File: src/rtl/dssm_pkg.sv
package dssm_pkg;

  // Store geometry
  localparam int unsigned DEPTH = 1024;
  localparam int unsigned AddrW = $clog2(DEPTH);
  localparam int unsigned CntW  = $clog2(DEPTH + 1);
  localparam int unsigned WordW = 32;

  typedef logic [AddrW-1:0] addr_t;
  typedef logic [CntW-1:0]  cnt_t;
  typedef logic signed [WordW-1:0] word_t;
  typedef logic [2:0] op_t;
  typedef logic [1:0] status_t;

  // Operation codes
  localparam op_t OpPush1 = 3'd0;
  localparam op_t OpPush2 = 3'd1;
  localparam op_t OpPop1  = 3'd2;
  localparam op_t OpPop2  = 3'd3;
  localparam op_t OpPeek1 = 3'd4;
  localparam op_t OpPeek2 = 3'd5;

  // Status codes
  localparam status_t StOk        = 2'd0;
  localparam status_t StOverflow  = 2'd1;
  localparam status_t StUnderflow = 2'd2;

  // Store access issued by the pointer unit
  typedef struct packed {
    logic  we;
    logic  re;
    addr_t addr;
    word_t wdata;
  } mem_req_t;

  // What the response stage needs to finish the item
  typedef struct packed {
    logic    rd;
    status_t status;
  } resp_info_t;

endpackage

File: src/rtl/dssm_ptr.sv
module dssm_ptr (
  input  logic                   clk_i,
  input  logic                   rst_ni,
  input  logic                   fire_i,
  input  dssm_pkg::op_t          op_i,
  input  dssm_pkg::word_t        data_i,
  output dssm_pkg::mem_req_t     req_o,
  output dssm_pkg::resp_info_t   info_o
);

  localparam dssm_pkg::cnt_t  DepthCnt = dssm_pkg::cnt_t'(dssm_pkg::DEPTH);
  localparam dssm_pkg::addr_t AddrMax  = dssm_pkg::addr_t'(dssm_pkg::DEPTH - 1);

  dssm_pkg::cnt_t lower_q, lower_d;
  dssm_pkg::cnt_t upper_q, upper_d;
  logic [dssm_pkg::CntW:0] sum;
  logic has_room;
  logic lower_any;
  logic upper_any;

  assign sum       = {1'b0, lower_q} + {1'b0, upper_q};
  assign has_room  = sum < {1'b0, DepthCnt};
  assign lower_any = lower_q != '0;
  assign upper_any = upper_q != '0;

  // Decode the operation into at most one store access and the count moves
  always_comb begin
    lower_d        = lower_q;
    upper_d        = upper_q;
    req_o.we       = 1'b0;
    req_o.re       = 1'b0;
    req_o.addr     = '0;
    req_o.wdata    = data_i;
    info_o.rd      = 1'b0;
    info_o.status  = dssm_pkg::StOk;
    case (op_i)
      dssm_pkg::OpPush1: begin
        if (has_room) begin
          req_o.we   = fire_i;
          req_o.addr = lower_q[dssm_pkg::AddrW-1:0];
          lower_d    = lower_q + 1'b1;
        end else begin
          info_o.status = dssm_pkg::StOverflow;
        end
      end
      dssm_pkg::OpPush2: begin
        if (has_room) begin
          req_o.we   = fire_i;
          req_o.addr = AddrMax - upper_q[dssm_pkg::AddrW-1:0];
          upper_d    = upper_q + 1'b1;
        end else begin
          info_o.status = dssm_pkg::StOverflow;
        end
      end
      dssm_pkg::OpPop1, dssm_pkg::OpPeek1: begin
        if (lower_any) begin
          req_o.re   = fire_i;
          req_o.addr = lower_q[dssm_pkg::AddrW-1:0] - 1'b1;
          info_o.rd  = 1'b1;
          if (op_i == dssm_pkg::OpPop1) begin
            lower_d = lower_q - 1'b1;
          end
        end else begin
          info_o.status = dssm_pkg::StUnderflow;
        end
      end
      dssm_pkg::OpPop2, dssm_pkg::OpPeek2: begin
        if (upper_any) begin
          req_o.re   = fire_i;
          req_o.addr = dssm_pkg::addr_t'(DepthCnt - upper_q);
          info_o.rd  = 1'b1;
          if (op_i == dssm_pkg::OpPop2) begin
            upper_d = upper_q - 1'b1;
          end
        end else begin
          info_o.status = dssm_pkg::StUnderflow;
        end
      end
      default: begin
        info_o.status = dssm_pkg::StOk;
      end
    endcase
  end

  // Advance the stack tops on each transfer
  always_ff @(posedge clk_i or negedge rst_ni) begin
    if (!rst_ni) begin
      lower_q <= '0;
      upper_q <= '0;
    end else if (fire_i) begin
      lower_q <= lower_d;
      upper_q <= upper_d;
    end
  end

`ifndef SYNTH
  a_no_collide: assert property (@(posedge clk_i) disable iff (!rst_ni)
    sum <= {1'b0, DepthCnt})
    else $error("stacks overlap");
  a_push_grows: assert property (@(posedge clk_i) disable iff (!rst_ni)
    fire_i && req_o.we |=> sum == $past(sum) + 1'b1)
    else $error("push did not grow the stacks by one word");
  a_refused_idle: assert property (@(posedge clk_i) disable iff (!rst_ni)
    fire_i && info_o.status != dssm_pkg::StOk |=> $stable(lower_q) && $stable(upper_q))
    else $error("refused operation moved a stack top");
`endif

endmodule

File: config.mk
export PLATFORM = sky130hd
export DESIGN_NAME = dssm_ptr
export DESIGN_NICKNAME = d
export VERILOG_FILES = /design/src/rtl/dssm_pkg.sv /design/src/rtl/dssm_ptr.sv
export SDC_FILE = /design/constraint.sdc
export NUM_CORES = 1
export LEC_CHECK = 0
export BUFFER_PORTS_ARGS = -buffer_cell sky130_fd_sc_hd__buf_2
export CELL_PAD_IN_SITES_DETAIL_PLACEMENT = 0
export CELL_PAD_IN_SITES_GLOBAL_PLACEMENT = 1
export CORE_UTILIZATION = 39
export DETAILED_ROUTE_END_ITERATION = 12
export GPL_TIMING_DRIVEN = 0
export PLACE_DENSITY = 0.88
export SLEW_MARGIN = 20
export SYNTH_ARGS = -nofsm -noshare
export SYNTH_HDL_FRONTEND = slang
export SYNTH_SLANG_ARGS = --single-unit
File: constraint.sdc
create_clock -name clk_i -period 3.5 [get_ports clk_i]
set_input_delay 0.175 -clock clk_i [delete_from_list [all_inputs] [get_ports clk_i]]
set_output_delay 0.175 -clock clk_i [all_outputs]
set_load 0.02 [all_outputs]
==> flow_summary_export.csv, run 1 <==
group,metric,value,unit
floorplanning,die-width,87.1,µm
power_and_ir_drop,internal_power,1.27,mW
floorplanning,die_h,87.1,µm
clocking,clk_path_buf_depth,2,
floorplanning,dieArea,7580,µm²
power_and_ir_drop,p_per_area,783,nW/µm²
yosys,synthAdderAreaFrac,0.147,
timing,fin_hold_ws,0.413,ns
timing,drv_slew,0,
routing,wl_per_cell,13.4,µm
placed_design,place.gp.congestion,0.842,
routing,wirelength,6.40,mm
setup_path,reg2reg_depth,8,
placed_design,dpl.hpwl,5.08,mm
global_route,grt_pass1_vias,2166,
global_route,globalRouteOverflowTotal,0,
power_and_ir_drop,p_sw,1.27,mW
clocking,cts_tree,"done",
timing,fin_crit_sh,0.866,
power_and_ir_drop,comb_power_share,0.690,
timing,setup_viol,0,
clocking,ctsRootBufferMaster,"clkbuf_8",
setup_path,start_kind,"register",
setup_path,reg2reg_setup_slack,0.88,ns
layout,final_cells,477,
yosys,syn_area_per_cell,8.65,µm²
setup_path,worstSetupPathType,"register to output pin",
setup_path,crit_required,3.32,ns
setup_path,cp_top_family,"simple AND/OR/NAND/NOR gates",
setup_path,cp.depth,8,
routing,viasPerCell,5.28,
power_and_ir_drop,power,2.54,mW
yosys,synth_ff_type,"dfrtp_1",
clocking,cts_max_level,1,
yosys,ys_ff_latch,22,
routing,dr.pass1.iters,4,
routing,first_iter_violations,91,
setup_path,r2r-end,"lower_q[5]",
timing,min_period,3.03,ns
layout,synthToLayoutAreaGrowth,15.1,%
yosys,synth_cells,326,
layout,fin_nets,453,
timing,tightest_slew,0.944,ns
global_route,antenna_found_initial,0,
setup_path,cp_slowest_stage_delay,0.49,ns
setup_path,critPathMaxFanout,10,
clocking,post_cts_buffers,0,
floorplanning,ioPinCount,85,
run_status,status,"complete, no violations",
setup_path,timing.rr.start,"lower_q[0]",
placed_design,dp_slack,0.528,ns
run,drv_cap,0,
power_and_ir_drop,p_seq_frac,0.247,
timing,fin_skew,0.00359,ns
setup_path,cp_slowest_cell,"dfrtp_1",
global_route,grt_max_degree,23,
clocking,cts_buffers,3,
routing,dr_total_vias,2518,
yosys,ys_warn_count,0,
yosys,synthXorXnorAreaFrac,0.102,
min_path,hp-start,"op_i[1]",
yosys,yosysTopAreaCellShare,0.195,
layout,final_common_cell,"buf_2",
power_and_ir_drop,p_leak,1.59,nW
yosys,synth_compound_area_frac,0.169,
timing,hold_violations,0,
timing,setup_tns,0,ns
placed_design,place_inst,473,
global_route,grt_use_total,0.171,
setup_path,crit_path_start,"lower_q[0]",
layout,n_antenna_cell,0,
power_and_ir_drop,p_clk_frac,0.063,
yosys,seq_area_frac_synth,0.195,
timing,rsz0062_at_grt,"no",
placed_design,io_buffers,51,
power_and_ir_drop,max-vdd-ir-drop,0.252,mV
yosys,yosys-top-cells-area,"dfrtp_1 20%, ha_1 13%, buf_4 8.8%",
layout,drive_gt1_frac,0.262,
timing,max_freq,330,MHz
yosys,synth_area_leader_cell,"dfrtp_1",
floorplanning,initial_core_util,0.409,
yosys,synth_edf_count,0,
yosys,synth_cell_types,52,
clocking,worst_skew_pair.late_latency,0.26,ns
setup_path,critPathBufInv,3,
yosys,async_flop_share,1.00,
power_and_ir_drop,switching_share,0.499,
min_path,hold_class,"input pin to register",
setup_path,critical_path.endpoint,"req_o[38]",
timing,setup_ws,0.469,ns
timing,max_slew_margin,0.368,
setup_path,worstPathCellList,"inv_1, ha_1, nor3b_1, nand4_1, nand2_1, clkbuf_1, o221ai_1, buf_2",
yosys,synth_fp_nets,396,
routing,drtAntennaViolNets,0,
global_route,grt_first_pass_wirelength,10.3,mm
setup_path,cp-end-kind,"output pin",
floorplanning,rows,30,
setup_path,arrival,2.86,ns
routing,drc,0,
yosys,synthSimpleGateAreaFrac,0.161,
yosys,synth_top_family_by_area,"compound AO/OA/AOI/OAI gates",
layout,final_cell_mix,"53 x buf_2, 33 x buf_4, 30 x ha_1",
floorplanning,coreArea,6910,µm²
yosys,syn_area,2820,µm²
clocking,clk_pin_slew,0.08,ns
clocking,clock-sinks,22,
yosys,synthMuxAreaShare,0.106,
## through the flow
step                utilization  cell area [µm²]
global placement          0.463             3200
global route              0.470             3250
detailed placement        0.463             3200
CTS                       0.470             3250
finish                    0.470             3250
floorplan                     -             2820
## routing by layer
| metal | vias up | GRT usage | part of all wire |
|---|---|---|---|
| met1 | 1165 | 0.245 | 0.50 |
| li1 | 1267 | - | - |
| met3 | 4 | 0.0142 | 0.065 |
| met4 | 0 | 0.0439 | 0.0095 |
| met5 | - | 0 | 0 |
| met2 | 82 | 0.277 | 0.43 |
## repair_timing
item / CTS / global route
hold buffers: 1 / 0
resized for setup: 0 / 0
endpoints found under the hold margin: 22 / 0
## power by group through the flow
| stage | Combinational (mW) | Sequential (mW) | Clock [mW] |
|---|---|---|---|
| after floorplan | 1.42 | 0.558 | 0 |
| after global placement | 1.70 | 0.632 | 0 |
| after detailed placement | 1.74 | 0.638 | 0 |
| after CTS | 1.75 | 0.632 | 0.163 |
| after global routing | 1.97 | 0.661 | 0.174 |
| final | 1.75 | 0.629 | 0.160 |
## state kept, by name, indices dropped and copies added, names as in the netlist
register / count
lower_q: 11
upper_q: 11
## area by class of cell
cell class | count | area (µm²)
Fill cell | 718 | 3660
Multi-Input combinational cell | 248 | 1930
Sequential cell | 22 | 551
Buffer | 38 | 269
Timing Repair Buffer | 52 | 265
Tap cell | 96 | 120
Inverter | 18 | 67.6
Clock buffer | 3 | 41.3
## tightest hold or removal path: stages
cell,delay [ns]
buf_2,0.14
o221ai_1,0.17
xnor2_1,0.15
## cells by family (layout without fill, tap and decap cells)
logic type      Yosys count  after routing
flops                    22             22
simple gates             89             89
mux                      28             28
xor+xnor                 33             33
compound gates           66             66
fa+ha+maj                32             32
buf+inv                  56            111
## how the worst min path moves through the flow
stage,end,slack [ns],cells past startpoint
after floorplan,lower_q[0],-0.12,0
after detailed placement,lower_q[0],0.19,1
final,upper_q[10],0.41,3
after global routing,upper_q[10],0.43,3
after CTS,upper_q[10],0.41,3
after global placement,lower_q[1],0.18,1
## synthesized netlist by cell type, types with 2 or more instances
cell	count
xor2_1	9
nor3b_1	2
ha_1	30
buf_2	2
or3_1	3
nand4_1	5
nand2_1	23
inv_1	15
o21a_1	2
xnor2_1	24
o21ai_0	12
buf_4	33
o211ai_1	2
o221ai_1	10
a211o_1	3
fa_1	2
dfrtp_1	22
and3_1	7
mux2_1	10
nand3b_1	3
inv_2	3
a21oi_1	19
nand3_1	10
clkbuf_1	3
nor3_1	10
nor2_1	17
a21o_1	5
mux2i_1	16
No activity file was read; power rests on OpenSTA's default activity.
==> inputs of run 2 (changes only) <==
- PLACE_DENSITY: 0.88 -> 0.92
==> run 2 against run 1 <==
Net effect: wire length up 3.3%; register-to-register slack about the same; hold slack worse by 0.053 ns; utilization up 0.20 points; non-clock buffer count unchanged; sequential power about the same; design area up 0.42%; critical path depth unchanged; clock power up 21%; combinational power about the same; largest power group unchanged.
==> flow_summary_export.csv, run 2 (same netlist as run 1, synthesis figures left out) <==
group,metric,value,unit
layout,top_regs,"lower_q: 11 flops, upper_q: 11 flops",
timing,max_freq,317,MHz
placed_design,placed_area,3200,µm²
clocking,ctsRootBufferMaster,"clkbuf_8",
routing,wl_met1,3.23,mm
setup_path,cp_slowest_cell,"nor3b_1",
clocking,cts_max_level,1,
timing,drv_slew,0,
min_path,hold_end,"upper_q[10]",
timing,rsz0062_at_grt,"no",
clocking,cts_buffers,3,
setup_path,critPathMaxFanout,10,
setup_path,start_kind,"register",
power_and_ir_drop,power,2.60,mW
routing,wl_met3,394,µm
routing,highest_layer,"met4",
floorplanning,ioPinCount,85,
layout,final_cells,478,
timing,setup_tns,0,ns
clocking,ctsHoldBuffers,1,
routing,viasPerCell,5.42,
placed_design,dp_slack,0.509,ns
global_route,globalRouteOverflowTotal,0,
clocking,post_cts_buffers,0,
layout,regArea,551,µm²
layout,drive_gt1_frac,0.264,
clocking,worst_skew_pair.late_latency,0.27,ns
layout,finalCoreUtilization,0.472,
power_and_ir_drop,p_leak,1.59,nW
placed_design,place.gp.congestion,0.844,
global_route,grt_use_total,0.175,
timing,hold_violations,0,
min_path,hp-start,"op_i[1]",
routing,drtAntennaViolNets,0,
setup_path,arrival,2.98,ns
timing,setup_ws,0.350,ns
layout,multi_input_area,1930,µm²
run_status,status,"complete, no violations",
global_route,grt_max_degree,23,
placed_design,dpl.hpwl,5.19,mm
floorplanning,die-width,87.1,µm
setup_path,timing.rr.start,"lower_q[0]",
layout,synthToLayoutAreaGrowth,15.6,%
layout,fin_nets,453,
clocking,clk_pin_slew,0.09,ns
setup_path,crit_required,3.32,ns
power_and_ir_drop,max-vdd-ir-drop,0.250,mV
routing,dr_wl_met2,2.94,mm
timing,min_period,3.15,ns
timing,fin_skew,0.00382,ns
setup_path,cp-end-kind,"output pin",
routing,first_iter_violations,124,
run,drv_cap,0,
power_and_ir_drop,comb_power_share,0.682,
power_and_ir_drop,internal_power,1.30,mW
floorplanning,dieArea,7580,µm²
floorplanning,coreArea,6910,µm²
setup_path,reg2reg_depth,8,
global_route,grt_first_pass_wirelength,10.6,mm
clocking,clock-sinks,22,
timing,fin_crit_sh,0.900,
routing,dr.pass1.iters,4,
placed_design,io_buffers,51,
timing,tightest_slew,1.02,ns
floorplanning,initial_core_util,0.409,
clocking,clk_path_buf_depth,2,
timing,fin_hold_ws,0.360,ns
setup_path,r2r-end,"lower_q[2]",
power_and_ir_drop,switching_share,0.500,
min_path,hold_class,"input pin to register",
power_and_ir_drop,p_clk_frac,0.075,
setup_path,worstSetupPathType,"register to output pin",
global_route,grt_pass1_vias,2280,
power_and_ir_drop,p_seq_frac,0.243,
min_path,hold_path_depth,3,
timing,setup_viol,0,
setup_path,cp_top_family,"simple AND/OR/NAND/NOR gates",
layout,n_antenna_cell,0,
clocking,cts_resized,0,
global_route,antenna_found_initial,0,
layout,final_cell_mix,"53 x buf_2, 33 x buf_4, 30 x ha_1",
layout,stdcell_area,3260,µm²
floorplanning,die_h,87.1,µm
routing,wl_per_cell,13.8,µm
power_and_ir_drop,p_sw,1.30,mW
layout,fillCellCount,696,
floorplanning,rows,30,
setup_path,reg2reg_setup_slack,0.88,ns
placed_design,place_inst,473,
clocking,cts_tree,"done",
routing,wirelength,6.61,mm
power_and_ir_drop,p_per_area,796,nW/µm²
setup_path,cp_slowest_stage_delay,0.50,ns
setup_path,critPathBufInv,3,
routing,dr_total_vias,2589,
routing,drc,0,
layout,final_common_cell,"buf_2",
setup_path,worstPathCellList,"inv_1, ha_1, nor3b_1, nand4_1, nand2_1, clkbuf_1, o221ai_1, buf_2",
timing,max_slew_margin,0.319,
## run 2: cell count changes in the layout (fill, tap and decap cells not counted), sizes merged
cell / change
clkbuf: +1
## run 2: worst max path at each step
stage,end,start,cells after the start,slack [ns]
final,req_o[40],lower_q[0],8,0.35
after global routing,req_o[39],lower_q[0],8,0.13
after detailed placement,upper_q[9],op_i[1],11,0.51
after CTS,req_o[40],lower_q[0],8,0.46
after floorplan,upper_q[9],op_i[2],10,0.96
after global placement,upper_q[9],op_i[1],11,0.58
## run 2: worst min-delay path: cells and delay by family
kind,cells,cell delay (ns)
AO/OA/AOI/OAI,1,0.22
buffers and inverters,1,0.14
XOR/XNOR,1,0.07
## run 2: final cells by class
| cell class | instances | area share |
|---|---|---|
| flip-flops and latches | 22 | 0.169 |
| clock buffers | 4 | 0.0169 |
| plain buffers | 38 | 0.0825 |
| well taps | 96 | 0.0368 |
| inverters | 18 | 0.0207 |
| multi-input cells | 248 | 0.593 |
| repair buffers | 52 | 0.0813 |
## run 2: layer usage
layer,up-vias,GRT usage
li1,1276,-
met2,97,0.288
met5,-,0
met1,1208,0.250
met4,0,0.0242
met3,8,0.0218
## run 2: power by group through the flow
stage	registers [mW]	logic [mW]	clock network, mW
2_1_floorplan	0.558	1.42	0
3_3_place_gp	0.629	1.69	0
3_5_place_dp	0.633	1.76	0
4_1_cts	0.629	1.77	0.194
5_1_grt	0.659	1.99	0.203
6_report	0.631	1.77	0.194
